<file path="src/design/tachometer_period_average_rpm_defines.svh">
// Assertion helpers for the tachometer block.
// Each helper expands to one labelled concurrent assertion, or to nothing
// when the code is read by synthesis.
`ifndef TACHOMETER_PERIOD_AVERAGE_RPM_DEFINES_SVH
`define TACHOMETER_PERIOD_AVERAGE_RPM_DEFINES_SVH
`ifndef SYNTHESIS
`define TPAR_ASSERT_IMP(label, clk, rst, ante, cons) \
   label: assert property (@(posedge clk) disable iff (rst) (ante) |-> (cons)) \
      else $error("tpar: same-cycle check failed");
`define TPAR_ASSERT_NEXT(label, clk, rst, ante, cons) \
   label: assert property (@(posedge clk) disable iff (rst) (ante) |=> (cons)) \
      else $error("tpar: next-cycle check failed");
`else
`define TPAR_ASSERT_IMP(label, clk, rst, ante, cons)
`define TPAR_ASSERT_NEXT(label, clk, rst, ante, cons)
`endif
`endif

</file>
<file path="src/design/tpar_pkg.sv">
`default_nettype none

package tpar_pkg;

   // Width of the shared datapath: covers a 64-deep ring sum times a 16-bit tick time
   localparam int WORK_W = 54;
   // Narrow operand of the multiplier
   localparam int MUL_W  = 16;
   // Numerator shift register and quotient width
   localparam int NUM_W  = 33;
   // Division steps: 24 bits of the fixed numerator, 33 bits of the scaled rate
   localparam int DIV1_STEPS = 24;
   localparam int DIV2_STEPS = 33;

   localparam logic [23:0] RATE_NUMERATOR = 24'd10000000;

   // Configuration register indexes
   localparam logic [2:0] CSR_TICK_TIME_FIRST  = 3'd0;
   localparam logic [2:0] CSR_TICK_TIME_SECOND = 3'd1;
   localparam logic [2:0] CSR_COMPENSATION     = 3'd2;
   localparam logic [2:0] CSR_MINUTE_FACTOR    = 3'd3;
   localparam logic [2:0] CSR_DIVIDE_VALUE     = 3'd4;
   localparam logic [2:0] CSR_MULTIPLY_VALUE   = 3'd5;
   localparam logic [2:0] CSR_AVERAGE_SHIFT    = 3'd6;
   localparam logic [2:0] CSR_STALL_LIMIT      = 3'd7;

   // Configuration reset values
   localparam logic [15:0] RST_TICK_TIME      = 16'd10;
   localparam logic [15:0] RST_COMPENSATION   = 16'd0;
   localparam logic [7:0]  RST_MINUTE_FACTOR  = 8'd60;
   localparam logic [15:0] RST_DIVIDE_VALUE   = 16'd1;
   localparam logic [7:0]  RST_MULTIPLY_VALUE = 8'd1;
   localparam logic [2:0]  RST_AVERAGE_SHIFT  = 3'd3;
   localparam logic [31:0] RST_STALL_LIMIT    = 32'd2000000;

   typedef enum logic [1:0] {
      OP_TICK  = 2'd0,
      OP_PULSE = 2'd1,
      OP_READ  = 2'd2
   } opcode_type;

   typedef enum logic [1:0] {
      STATUS_VALID   = 2'd0,
      STATUS_STALLED = 2'd1,
      STATUS_NODATA  = 2'd2
   } status_type;

   typedef enum logic [1:0] {
      ALU_ADD = 2'd0,
      ALU_MUL = 2'd1,
      ALU_DIV = 2'd2
   } alu_op_type;

   typedef enum logic [3:0] {
      S_IDLE,
      S_SUM,
      S_MUL_TT,
      S_CHECK,
      S_DIV1,
      S_ADD_COMP,
      S_MUL_MIN,
      S_DIV2,
      S_MUL_OUT,
      S_RESP
   } state_type;

endpackage

`default_nettype wire

</file>
<file path="src/design/tachometer_period_average_rpm.sv">
// Channel | Direction | Handshake            | Payload
// req     | in        | req_tvalid/tready    | tdata: opcode; tuser: channel
// rsp     | out       | rsp_tvalid/tready    | tdata: rate; tuser: status, channel
// csr     | in        | csr_valid/csr_ready  | csr_index, csr_data
//
// Tick and pulse words complete without leaving the idle state; opcode 3 is dropped.
// A read loads the result register after the ring sweep (through the registered store
// read) and two restoring divisions of 24 and 33 steps on the single shared unit;
// req_tready returns as the result is loaded, so a read holds the input until then.
// A stalled read goes straight to the result state; an empty ring skips both divisions.
// Reset is synchronous and active high and clears the ring at once through valid bits.
// req_tready is low during a read; a result not taken holds the sequencer in its last state.
`default_nettype none
`include "tachometer_period_average_rpm_defines.svh"

module tachometer_period_average_rpm #(
   parameter int HISTORY_DEPTH = 8,
   parameter int CHANNELS      = 2
) (
   input  wire logic        clock,
   input  wire logic        reset,
   // request channel
   input  wire logic        req_tvalid,
   output logic             req_tready,
   input  wire logic [7:0]  req_tdata,   // [1:0] opcode, [7:2] zero
   input  wire logic        req_tuser,   // [0] channel
   // result channel
   output logic             rsp_tvalid,
   input  wire logic        rsp_tready,
   output logic      [31:0] rsp_tdata,   // [31:0] rate
   output logic      [2:0]  rsp_tuser,   // [1:0] status, [2] which_channel
   // configuration write channel
   input  wire logic        csr_valid,
   output logic             csr_ready,
   input  wire logic [2:0]  csr_index,
   input  wire logic [31:0] csr_data
);

   localparam int WORK_W    = tpar_pkg::WORK_W;
   localparam int NUM_W     = tpar_pkg::NUM_W;
   localparam int MEM_DEPTH = CHANNELS * HISTORY_DEPTH;
   localparam int ADDR_W    = (MEM_DEPTH > 1) ? $clog2(MEM_DEPTH) : 1;
   localparam int SLOT_W    = (HISTORY_DEPTH > 1) ? $clog2(HISTORY_DEPTH) : 1;
   localparam int CNT_W     = ($clog2(HISTORY_DEPTH + 1) > 6) ? $clog2(HISTORY_DEPTH + 1) : 6;

   // configuration
   logic [15:0] cfg_tick_first_ff;
   logic [15:0] cfg_tick_second_ff;
   logic [15:0] cfg_comp_ff;
   logic [7:0]  cfg_minute_ff;
   logic [15:0] cfg_divide_ff;
   logic [7:0]  cfg_multiply_ff;
   logic [2:0]  cfg_shift_ff;
   logic [31:0] cfg_stall_ff;

   // per-channel state
   logic [31:0]       tick_ff [CHANNELS];
   logic [31:0]       tick_in [CHANNELS];
   logic [SLOT_W-1:0] slot_ff [CHANNELS];
   logic [SLOT_W-1:0] slot_in [CHANNELS];

   // sequencer
   tpar_pkg::state_type  state_ff, state_in;
   logic [CNT_W-1:0]     cnt_ff, cnt_in;
   logic [WORK_W-1:0]    acc_ff, acc_in;
   logic [WORK_W-1:0]    rem_ff, rem_in;
   logic [NUM_W-1:0]     num_ff, num_in;
   logic [NUM_W-1:0]     quo_ff, quo_in;
   logic                 ch_ff, ch_in;
   tpar_pkg::status_type status_ff, status_in;

   // result register
   logic                 rsp_valid_ff, rsp_valid_in;
   logic [31:0]          rsp_rate_ff, rsp_rate_in;
   tpar_pkg::status_type rsp_status_ff, rsp_status_in;
   logic                 rsp_chan_ff, rsp_chan_in;

   // request decode
   tpar_pkg::opcode_type req_op;
   logic                 req_fire;
   logic                 ch_ok;
   logic [31:0]          tick_sel;
   logic [SLOT_W-1:0]    slot_sel;
   logic                 stalled;

   // datapath
   tpar_pkg::alu_op_type alu_op;
   logic [WORK_W-1:0]    alu_a, alu_b, alu_res;
   logic                 alu_bit, alu_q;
   logic                 rd_en;
   logic [ADDR_W-1:0]    rd_addr, wr_addr;
   logic [31:0]          rd_data;
   logic                 wr_en;
   logic [15:0]          tt_sel;
   logic [WORK_W-1:0]    div_wide;
   logic                 rsp_free;
   logic [31:0]          rate_sat;

   assign req_tready = (state_ff == tpar_pkg::S_IDLE);
   assign req_fire   = req_tvalid && req_tready;
   assign req_op     = tpar_pkg::opcode_type'(req_tdata[1:0]);
   assign ch_ok      = ({1'b0, req_tuser} < 2'(CHANNELS));
   assign csr_ready  = 1'b1;
   assign rsp_free   = !rsp_valid_ff || rsp_tready;

   // pick the addressed channel's count and ring slot
   always_comb begin
      tick_sel = '0;
      slot_sel = '0;
      for (int c = 0; c < CHANNELS; c++) begin
         if (int'(req_tuser) == c) begin
            tick_sel = tick_ff[c];
            slot_sel = slot_ff[c];
         end
      end
   end

   assign stalled  = (tick_sel >= cfg_stall_ff);
   assign tt_sel   = ch_ff ? cfg_tick_second_ff : cfg_tick_first_ff;
   // a divisor of zero counts as one
   assign div_wide = (cfg_divide_ff == 16'd0) ? WORK_W'(1) : WORK_W'(cfg_divide_ff);
   assign rate_sat = (acc_ff[WORK_W-1:32] != '0) ? '1 : acc_ff[31:0];

   // store a pulse's period in the addressed channel's ring
   assign wr_en   = req_fire && ch_ok && (req_op == tpar_pkg::OP_PULSE);
   assign wr_addr = (req_tuser ? ADDR_W'(HISTORY_DEPTH) : ADDR_W'(0)) + ADDR_W'(slot_sel);

   tpar_hist #(
      .DEPTH   (MEM_DEPTH)
   ) u_hist (
      .clock   (clock),
      .reset   (reset),
      .wr_en   (wr_en),
      .wr_addr (wr_addr),
      .wr_data (tick_sel),
      .rd_en   (rd_en),
      .rd_addr (rd_addr),
      .rd_data (rd_data)
   );

   tpar_alu u_alu (
      .op     (alu_op),
      .a      (alu_a),
      .b      (alu_b),
      .bit_in (alu_bit),
      .res    (alu_res),
      .q      (alu_q)
   );

   // next state
   always_comb begin
      state_in = state_ff;
      case (state_ff)
         tpar_pkg::S_IDLE: begin
            if (req_fire && ch_ok && (req_op == tpar_pkg::OP_READ)) begin
               state_in = stalled ? tpar_pkg::S_RESP : tpar_pkg::S_SUM;
            end
         end
         tpar_pkg::S_SUM: begin
            if (cnt_ff == CNT_W'(HISTORY_DEPTH)) begin
               state_in = tpar_pkg::S_MUL_TT;
            end
         end
         tpar_pkg::S_MUL_TT: begin
            state_in = tpar_pkg::S_CHECK;
         end
         tpar_pkg::S_CHECK: begin
            state_in = (acc_ff == '0) ? tpar_pkg::S_RESP : tpar_pkg::S_DIV1;
         end
         tpar_pkg::S_DIV1: begin
            if (cnt_ff == CNT_W'(tpar_pkg::DIV1_STEPS - 1)) begin
               state_in = tpar_pkg::S_ADD_COMP;
            end
         end
         tpar_pkg::S_ADD_COMP: begin
            state_in = tpar_pkg::S_MUL_MIN;
         end
         tpar_pkg::S_MUL_MIN: begin
            state_in = tpar_pkg::S_DIV2;
         end
         tpar_pkg::S_DIV2: begin
            if (cnt_ff == CNT_W'(tpar_pkg::DIV2_STEPS - 1)) begin
               state_in = tpar_pkg::S_MUL_OUT;
            end
         end
         tpar_pkg::S_MUL_OUT: begin
            state_in = tpar_pkg::S_RESP;
         end
         tpar_pkg::S_RESP: begin
            if (rsp_free) begin
               state_in = tpar_pkg::S_IDLE;
            end
         end
         default: begin
            state_in = tpar_pkg::S_IDLE;
         end
      endcase
   end

   // steer the shared unit and the ring read port
   always_comb begin
      alu_op  = tpar_pkg::ALU_ADD;
      alu_a   = acc_ff;
      alu_b   = '0;
      alu_bit = 1'b0;
      rd_en   = 1'b0;
      rd_addr = (ch_ff ? ADDR_W'(HISTORY_DEPTH) : ADDR_W'(0)) + ADDR_W'(cnt_ff[SLOT_W-1:0]);
      case (state_ff)
         tpar_pkg::S_SUM: begin
            // issue one read a cycle; add the word returned from the read before
            rd_en = (cnt_ff < CNT_W'(HISTORY_DEPTH));
            alu_b = (cnt_ff == '0) ? '0 : WORK_W'(rd_data);
         end
         tpar_pkg::S_MUL_TT: begin
            alu_op = tpar_pkg::ALU_MUL;
            alu_a  = acc_ff >> cfg_shift_ff;
            alu_b  = WORK_W'(tt_sel);
         end
         tpar_pkg::S_DIV1: begin
            alu_op  = tpar_pkg::ALU_DIV;
            alu_a   = rem_ff;
            alu_b   = acc_ff;
            alu_bit = num_ff[NUM_W-1];
         end
         tpar_pkg::S_ADD_COMP: begin
            alu_a = WORK_W'(quo_ff);
            alu_b = WORK_W'(cfg_comp_ff);
         end
         tpar_pkg::S_MUL_MIN: begin
            alu_op = tpar_pkg::ALU_MUL;
            alu_b  = WORK_W'(cfg_minute_ff);
         end
         tpar_pkg::S_DIV2: begin
            alu_op  = tpar_pkg::ALU_DIV;
            alu_a   = rem_ff;
            alu_b   = div_wide;
            alu_bit = num_ff[NUM_W-1];
         end
         tpar_pkg::S_MUL_OUT: begin
            alu_op = tpar_pkg::ALU_MUL;
            alu_a  = WORK_W'(quo_ff);
            alu_b  = WORK_W'(cfg_multiply_ff);
         end
         default: begin
            alu_op = tpar_pkg::ALU_ADD;
         end
      endcase
   end

   // per-channel counts and ring slots
   always_comb begin
      for (int c = 0; c < CHANNELS; c++) begin
         tick_in[c] = tick_ff[c];
         slot_in[c] = slot_ff[c];
         if (req_fire && ch_ok && (int'(req_tuser) == c)) begin
            if (req_op == tpar_pkg::OP_TICK) begin
               // saturate rather than wrap
               if (tick_ff[c] != '1) begin
                  tick_in[c] = tick_ff[c] + 32'd1;
               end
            end else if (req_op == tpar_pkg::OP_PULSE) begin
               tick_in[c] = '0;
               slot_in[c] = (slot_ff[c] == SLOT_W'(HISTORY_DEPTH - 1)) ?
                            '0 : slot_ff[c] + SLOT_W'(1);
            end
         end
      end
   end

   // sequencer working registers and result register
   always_comb begin
      cnt_in        = cnt_ff;
      acc_in        = acc_ff;
      rem_in        = rem_ff;
      num_in        = num_ff;
      quo_in        = quo_ff;
      ch_in         = ch_ff;
      status_in     = status_ff;
      rsp_valid_in  = rsp_valid_ff && !rsp_tready;
      rsp_rate_in   = rsp_rate_ff;
      rsp_status_in = rsp_status_ff;
      rsp_chan_in   = rsp_chan_ff;
      case (state_ff)
         tpar_pkg::S_IDLE: begin
            if (req_fire && ch_ok && (req_op == tpar_pkg::OP_READ)) begin
               ch_in     = req_tuser;
               acc_in    = '0;
               cnt_in    = '0;
               status_in = stalled ? tpar_pkg::STATUS_STALLED : tpar_pkg::STATUS_VALID;
            end
         end
         tpar_pkg::S_SUM: begin
            acc_in = alu_res;
            cnt_in = cnt_ff + CNT_W'(1);
         end
         tpar_pkg::S_MUL_TT: begin
            acc_in = alu_res;
         end
         tpar_pkg::S_CHECK: begin
            // a zero product means nothing to divide by
            status_in = (acc_ff == '0) ? tpar_pkg::STATUS_NODATA : tpar_pkg::STATUS_VALID;
            rem_in    = '0;
            quo_in    = '0;
            cnt_in    = '0;
            num_in    = NUM_W'(tpar_pkg::RATE_NUMERATOR) << (NUM_W - tpar_pkg::DIV1_STEPS);
         end
         tpar_pkg::S_DIV1, tpar_pkg::S_DIV2: begin
            rem_in = alu_res;
            quo_in = {quo_ff[NUM_W-2:0], alu_q};
            num_in = num_ff << 1;
            cnt_in = cnt_ff + CNT_W'(1);
         end
         tpar_pkg::S_ADD_COMP: begin
            acc_in = alu_res;
         end
         tpar_pkg::S_MUL_MIN: begin
            acc_in = alu_res;
            num_in = alu_res[NUM_W-1:0];
            rem_in = '0;
            quo_in = '0;
            cnt_in = '0;
         end
         tpar_pkg::S_MUL_OUT: begin
            acc_in = alu_res;
         end
         tpar_pkg::S_RESP: begin
            if (rsp_free) begin
               rsp_valid_in  = 1'b1;
               rsp_rate_in   = rate_sat;
               rsp_status_in = status_ff;
               rsp_chan_in   = ch_ff;
            end
         end
         default: begin
            cnt_in = cnt_ff;
         end
      endcase
   end

   // control registers and configuration
   always_ff @(posedge clock) begin
      if (reset) begin
         state_ff           <= tpar_pkg::S_IDLE;
         cnt_ff             <= '0;
         rsp_valid_ff       <= 1'b0;
         cfg_tick_first_ff  <= tpar_pkg::RST_TICK_TIME;
         cfg_tick_second_ff <= tpar_pkg::RST_TICK_TIME;
         cfg_comp_ff        <= tpar_pkg::RST_COMPENSATION;
         cfg_minute_ff      <= tpar_pkg::RST_MINUTE_FACTOR;
         cfg_divide_ff      <= tpar_pkg::RST_DIVIDE_VALUE;
         cfg_multiply_ff    <= tpar_pkg::RST_MULTIPLY_VALUE;
         cfg_shift_ff       <= tpar_pkg::RST_AVERAGE_SHIFT;
         cfg_stall_ff       <= tpar_pkg::RST_STALL_LIMIT;
         for (int c = 0; c < CHANNELS; c++) begin
            tick_ff[c] <= '0;
            slot_ff[c] <= '0;
         end
      end else begin
         state_ff     <= state_in;
         cnt_ff       <= cnt_in;
         rsp_valid_ff <= rsp_valid_in;
         for (int c = 0; c < CHANNELS; c++) begin
            tick_ff[c] <= tick_in[c];
            slot_ff[c] <= slot_in[c];
         end
         if (csr_valid && csr_ready) begin
            case (csr_index)
               tpar_pkg::CSR_TICK_TIME_FIRST:  cfg_tick_first_ff  <= csr_data[15:0];
               tpar_pkg::CSR_TICK_TIME_SECOND: cfg_tick_second_ff <= csr_data[15:0];
               tpar_pkg::CSR_COMPENSATION:     cfg_comp_ff        <= csr_data[15:0];
               tpar_pkg::CSR_MINUTE_FACTOR:    cfg_minute_ff      <= csr_data[7:0];
               tpar_pkg::CSR_DIVIDE_VALUE:     cfg_divide_ff      <= csr_data[15:0];
               tpar_pkg::CSR_MULTIPLY_VALUE:   cfg_multiply_ff    <= csr_data[7:0];
               tpar_pkg::CSR_AVERAGE_SHIFT:    cfg_shift_ff       <= csr_data[2:0];
               tpar_pkg::CSR_STALL_LIMIT:      cfg_stall_ff       <= csr_data;
               default: begin
                  cfg_stall_ff <= cfg_stall_ff;
               end
            endcase
         end
      end
   end

   // payload registers
   always_ff @(posedge clock) begin
      acc_ff        <= acc_in;
      rem_ff        <= rem_in;
      num_ff        <= num_in;
      quo_ff        <= quo_in;
      ch_ff         <= ch_in;
      status_ff     <= status_in;
      rsp_rate_ff   <= rsp_rate_in;
      rsp_status_ff <= rsp_status_in;
      rsp_chan_ff   <= rsp_chan_in;
   end

   assign rsp_tvalid = rsp_valid_ff;
   assign rsp_tdata  = rsp_rate_ff;
   assign rsp_tuser  = {rsp_chan_ff, rsp_status_ff};

   // counts only move while the sequencer is idle
   `TPAR_ASSERT_NEXT(a_tick_hold, clock, reset, (state_ff != tpar_pkg::S_IDLE), $stable(tick_ff[0]))
   // restoring division keeps the partial remainder below the divisor
   `TPAR_ASSERT_IMP(a_div1_rem, clock, reset, (state_ff == tpar_pkg::S_DIV1), (rem_ff < acc_ff))
   `TPAR_ASSERT_IMP(a_div2_rem, clock, reset, (state_ff == tpar_pkg::S_DIV2), (rem_ff < div_wide))
   // the reciprocal never exceeds its numerator
   `TPAR_ASSERT_IMP(a_recip_range, clock, reset, (state_ff == tpar_pkg::S_ADD_COMP), (quo_ff <= NUM_W'(tpar_pkg::RATE_NUMERATOR)))
   // a fresh result is loaded only from the final state
   `TPAR_ASSERT_IMP(a_rsp_source, clock, reset, (!rsp_valid_ff && rsp_valid_in), (state_ff == tpar_pkg::S_RESP))
   // stalled and empty results carry a zero rate
   `TPAR_ASSERT_IMP(a_zero_rate, clock, reset, (rsp_valid_ff && (rsp_status_ff != tpar_pkg::STATUS_VALID)), (rsp_rate_ff == 32'd0))

endmodule

`default_nettype wire

</file>
<file path="src/design/tpar_hist.sv">
`default_nettype none

// Period ring store for all channels, one word per entry, registered read.
// A valid bit per entry makes unwritten entries read as zero.
module tpar_hist #(
   parameter int DEPTH = 16,
   localparam int ADDR_W = (DEPTH > 1) ? $clog2(DEPTH) : 1
) (
   input  wire logic              clock,
   input  wire logic              reset,
   input  wire logic              wr_en,
   input  wire logic [ADDR_W-1:0] wr_addr,
   input  wire logic [31:0]       wr_data,
   input  wire logic              rd_en,
   input  wire logic [ADDR_W-1:0] rd_addr,
   output logic      [31:0]       rd_data
);

   logic [31:0]      hist_mem [DEPTH];
   logic [DEPTH-1:0] valid_ff;
   logic [31:0]      rd_word_ff;
   logic             rd_valid_ff;

   always_ff @(posedge clock) begin
      if (wr_en) begin
         hist_mem[wr_addr] <= wr_data;
      end
      if (rd_en) begin
         rd_word_ff <= hist_mem[rd_addr];
      end
   end

   always_ff @(posedge clock) begin
      if (reset) begin
         valid_ff    <= '0;
         rd_valid_ff <= 1'b0;
      end else begin
         if (wr_en) begin
            valid_ff[wr_addr] <= 1'b1;
         end
         if (rd_en) begin
            rd_valid_ff <= valid_ff[rd_addr];
         end
      end
   end

   assign rd_data = rd_valid_ff ? rd_word_ff : 32'd0;

endmodule

`default_nettype wire

</file>
<file path="src/design/tpar_alu.sv">
`default_nettype none

// Shared arithmetic unit: accumulate, narrow multiply, one restoring division step.
module tpar_alu (
   input  wire tpar_pkg::alu_op_type                op,
   input  wire logic [tpar_pkg::WORK_W-1:0]         a,
   input  wire logic [tpar_pkg::WORK_W-1:0]         b,
   input  wire logic                                bit_in,
   output logic      [tpar_pkg::WORK_W-1:0]         res,
   output logic                                     q
);

   logic [tpar_pkg::WORK_W+tpar_pkg::MUL_W-1:0] prod;
   logic [tpar_pkg::WORK_W:0]                   trial;
   logic [tpar_pkg::WORK_W:0]                   diff;

   always_comb begin
      prod  = {{tpar_pkg::MUL_W{1'b0}}, a} *
              {{tpar_pkg::WORK_W{1'b0}}, b[tpar_pkg::MUL_W-1:0]};
      trial = {a, bit_in};
      diff  = trial - {1'b0, b};
      res   = '0;
      q     = 1'b0;
      case (op)
         tpar_pkg::ALU_ADD: begin
            res = a + b;
         end
         tpar_pkg::ALU_MUL: begin
            res = prod[tpar_pkg::WORK_W-1:0];
         end
         tpar_pkg::ALU_DIV: begin
            // shift in the next numerator bit, subtract the divisor if it fits
            if (trial >= {1'b0, b}) begin
               res = diff[tpar_pkg::WORK_W-1:0];
               q   = 1'b1;
            end else begin
               res = trial[tpar_pkg::WORK_W-1:0];
            end
         end
         default: begin
            res = '0;
         end
      endcase
   end

endmodule

`default_nettype wire

</file>
<file path="config.mk">
export PLATFORM = sky130hd
export DESIGN_NAME = tachometer_period_average_rpm
export DESIGN_NICKNAME = d
export VERILOG_FILES = /design/src/design/tpar_pkg.sv /design/src/design/tachometer_period_average_rpm.sv /design/src/design/tpar_hist.sv /design/src/design/tpar_alu.sv
export VERILOG_INCLUDE_DIRS = /design/src /design/src/design
export SDC_FILE = /design/constraint.sdc
export NUM_CORES = 2
export LEC_CHECK = 0
export BUFFER_PORTS_ARGS = -buffer_cell sky130_fd_sc_hd__buf_2
export CORE_UTILIZATION = 50
export CTS_CLUSTER_DIAMETER = 80
export DETAILED_ROUTE_END_ITERATION = 8
export PLACE_DENSITY = 0.66
export RECOVER_POWER = 25
export SLEW_MARGIN = 20
export SYNTH_ARGS = -nofsm -noshare
export SYNTH_HDL_FRONTEND = slang
export SYNTH_SLANG_ARGS = --single-unit
</file>
<file path="constraint.sdc">
create_clock -name clock -period 12.3 [get_ports clock]
set_clock_uncertainty 0.15 [all_clocks]
set_input_delay 1.845 -clock clock [delete_from_list [all_inputs] [get_ports clock]]
set_output_delay 1.845 -clock clock [all_outputs]
set_load 0.02 [all_outputs]
</file>
==> results.md <==
- Slew Limit Fails: around 340
- CP max stage delay: between 1 and 1.5 ns
- I/O Pins: 87
- Crit path time final: between 10 and 15 ns
- Die H: between 300 and 400 um
- Filler-free cell count of the finished design: 8,783
- CTS tree: done
- Layout area overhead: 8.33%
- Leakage power: 31.2 nW
- Worst-Skew Late Latency: ~0.67 ns
- H-Tree Depth: 3
- Die Width: around 380 um
- Residual DRC count: 0
- # hold bufs at CTS: 0
- Total CTS buffers: between 90 and 100
- Starting Density: 0.504
- R2r startpoint: cnt_ff[1]
- Antenna viol nets, final: 0
- CTS sink count: between 900 and 1,000
- CP arrival: around 12 ns
- Final setup violation count: 0
- Post_cts resized: 0
- WL/cell: about 26 um
- Setup crit start: cnt_ff[1]
- Initial antenna violation count: 8
- Power per cell area: about 150 nW/um^2
- Dpl hpwl: about 170,000 um
- Worst R2R End: rem_ff[51]
- Synth unique cells: approximately 110
- DRT Pass-1 Iters: 8
- CP required: between 10 and 15 ns
- Period utilization: 0.920
- Worst hold path type: reg -> reg
- Synthesized Nets: roughly 7,700
- Syn avg cell area: 10.4 um^2
- Clock root buffer: clkbuf_16
- Synthesized flop and latch total: 969
- YS warnings: 0
- CP endpoint: rem_ff[51]
- Row count: between 100 and 150
- Post-Route Setup TNS: 0 ns
- Status: complete, but fails checks
- Post-CTS Setup Bufs: 0
- First-pass GRT wire length: approximately 340,000 um
- Vias/cell: about 6.1
- Filler cells: about 12,000
- Port bufs: 79
- Vias in the first global route: between 50,000 and 60,000
- Clk slew on worst S/H paths: ~0.060 ns
- Iter 0 DRT Violations: around 6,300
- Post-synth EDFFs: ~760
- Slew headroom: -1.56
- Share of cells above drive strength 1: 0.103
- Cells after Synth: slightly below 7,000
- Slew @ Worst Pin: 3.85 ns
- Placed cell count: 8,605
- Routed WL: 227,000 um
- Max Freq: 88.4 MHz
- CP Class: reg -> reg
- Endpoints failing hold: 0
- Crit start category: flip-flop
- Final #Nets: 7,724
- Largest net degree at the start of global routing: ~100
- Failing checks: max-capacitance violations, max-slew violations
- Reg2Reg Depth: 29
- Synthesized area: slightly above 70,000 um^2
- Total track usage: 0.314
- Max Cap Viol: 9
- RSZ-0062 raised after global routing: no
- Detailed-route via count: roughly 53,000
- Die area: 144,000 um^2
- Reg2Reg Setup Slack: around 0.98 ns
- FFs w/ async S/R, synth: 0
- Clock Path Buffers: 3
- GPL Wtd Cong: slightly below 1
- VDD IR max: 0.000137 V
- Critical path fanouts, max: 31
- Total gr overflow: 0
- Worst setup EP type: flip-flop
- Post-synthesis sequential area ratio: 0.378
- Top_reg_cell synth: edfxtp_1
- Critical path's slowest cell: dfxtp_1
- Core Area: 142,000 um^2
[area by class of cell]
type / count / area, um^2 / area share
Tap cell: 1890 / 2360 / 0.0306
Inverter: 826 / 3100 / 0.0401
Sequential cell: 969 / 27000 / 0.349
Clock buffer: 124 / 2550 / 0.0330
Timing Repair Buffer: 258 / 1720 / 0.0222
Antenna cell: 3 / 7.51 / 0.0000971
Multi-Input combinational cell: 4662 / 40000 / 0.518
Clock inverter: 51 / 538 / 0.00696
[cells in the final DEF (no fill, tap or decap), types with 21 or more instances in the layout]
| master | Yosys | final |
|---|---|---|
| nand2b_1 | 62 | 61 |
| o21ai_1 | 26 | 26 |
| dfxtp_1 | 213 | 207 |
| xnor2_1 | 109 | 109 |
| or3_1 | 25 | 25 |
| fa_1 | 614 | 614 |
| inv_1 | 812 | 812 |
| buf_4 | 5 | 170 |
| a22oi_1 | 59 | 59 |
| clkbuf_16 | 0 | 96 |
| buf_2 | 40 | 77 |
| o21bai_1 | 36 | 36 |
| nor3_1 | 66 | 56 |
| mux2_2 | 60 | 40 |
| and2_1 | 124 | 123 |
| nand4_1 | 56 | 56 |
| nand2_1 | 1023 | 1020 |
| a21oi_1 | 360 | 358 |
| a21o_1 | 122 | 122 |
| edfxtp_1 | 756 | 756 |
| nand3_1 | 96 | 96 |
| a222oi_1 | 21 | 21 |
| o211ai_1 | 44 | 44 |
| mux2i_1 | 80 | 80 |
| nor2_1 | 492 | 479 |
| nor2b_1 | 29 | 28 |
| a221oi_1 | 25 | 25 |
| o21ai_0 | 182 | 179 |
| a31oi_1 | 45 | 44 |
| nor4_1 | 28 | 28 |
| nand3b_1 | 24 | 24 |
| mux4_2 | 185 | 185 |
| and3_1 | 56 | 55 |
| ha_1 | 249 | 249 |
| xor2_1 | 97 | 97 |
| clkbuf_1 | 282 | 31 |
[kinds of logic after synthesis]
family / share of synthesized area
XOR/XNOR: 0.0265
multiplexers: 0.0791
AO/OA/AOI/OAI: 0.102
other: 0.0000526
adder cells (fa/ha/maj): 0.216
AND/OR/NAND/NOR: 0.134
flip-flops: 0.378
buffers and inverters: 0.0644
[synthesized netlist by cell type, types with 59 or more instances]
library cell | n | area (um^2)
nor2_1 | 492 | 1850
ha_1 | 249 | 3120
mux2i_1 | 80 | 801
a21oi_1 | 360 | 1800
edfxtp_1 | 756 | 22700
o21ai_0 | 182 | 911
mux2_2 | 60 | 676
a22oi_1 | 59 | 443
xnor2_1 | 109 | 955
clkbuf_1 | 282 | 1060
dfxtp_1 | 213 | 4260
nand2_1 | 1023 | 3840
nand2b_1 | 62 | 388
nand3_1 | 96 | 480
inv_1 | 812 | 3050
mux4_2 | 185 | 4170
a21o_1 | 122 | 916
fa_1 | 614 | 12300
xor2_1 | 97 | 850
nor3_1 | 66 | 330
and2_1 | 124 | 776
[stage by stage]
stage	power, mW	setup WS (ns)	utilization	instance area (um^2)	hold slack [ns]
floorplan	6.69	3.21	-	71300	0.250
global placement	8.37	1.75	0.524	74200	0.256
detailed placement	8.38	1.72	0.524	74300	0.267
CTS	11.3	1.67	0.546	77300	0.282
global route	11.8	0.688	0.546	77300	0.302
finish	11.4	0.982	0.546	77300	0.279
[worst min-delay path by stage]
stage / startpoint / endpoint / slack, ns / depth (start not counted)
6_report: status_ff[1] / rsp_status_ff[1] / 0.28 / 0
5_1_grt: status_ff[1] / rsp_status_ff[1] / 0.30 / 0
4_1_cts: status_ff[1] / rsp_status_ff[1] / 0.28 / 0
3_5_place_dp: status_ff[1] / rsp_status_ff[1] / 0.27 / 0
3_3_place_gp: status_ff[0] / rsp_status_ff[0] / 0.26 / 0
2_1_floorplan: status_ff[0] / rsp_status_ff[0] / 0.25 / 0
[flip-flops by register name, summed over array words and instances, names as in the netlist, 16 cells and up]
signal and flops:
acc_ff 54, cfg_comp_ff 16, cfg_divide_ff 16, cfg_stall_ff 32, cfg_tick_first_ff 16, cfg_tick_second_ff 16, num_ff 33, quo_ff 33
rem_ff 54, rsp_tdata 32, tick_ff 64, u_hist.hist_mem 512, u_hist.rd_word_ff 32, u_hist.valid_ff 16
[critical path: cells and delay by family (launching register included)]
family / cells / cell delay (ns)
AO/OA/AOI/OAI: 9 / 3.30
adder cells (fa/ha/maj): 8 / 3.52
buffers and inverters: 6 / 0.88
flip-flops: 1 / 1.38
multiplexers: 1 / 0.69
AND/OR/NAND/NOR: 5 / 1.06
[layer usage]
layer,share of wire,vias to the layer above,GRT usage,wire [um]
met1,0.40,26936,0.421,91000
met3,0.085,491,0.0500,19400
met2,0.47,2614,0.511,107000
met4,0.043,2,0.122,9760
li1,-,23338,-,-
met5,0.000066,-,0,15
[report_power, final]
group / total [mW] / internal [mW] / switching, mW
Combinational: 4.46 / 1.48 / 2.97
Clock: 2.93 / 1.68 / 1.25
Sequential: 4.02 / 3.73 / 0.281
Note: power is estimated with default switching activity, not from simulation.
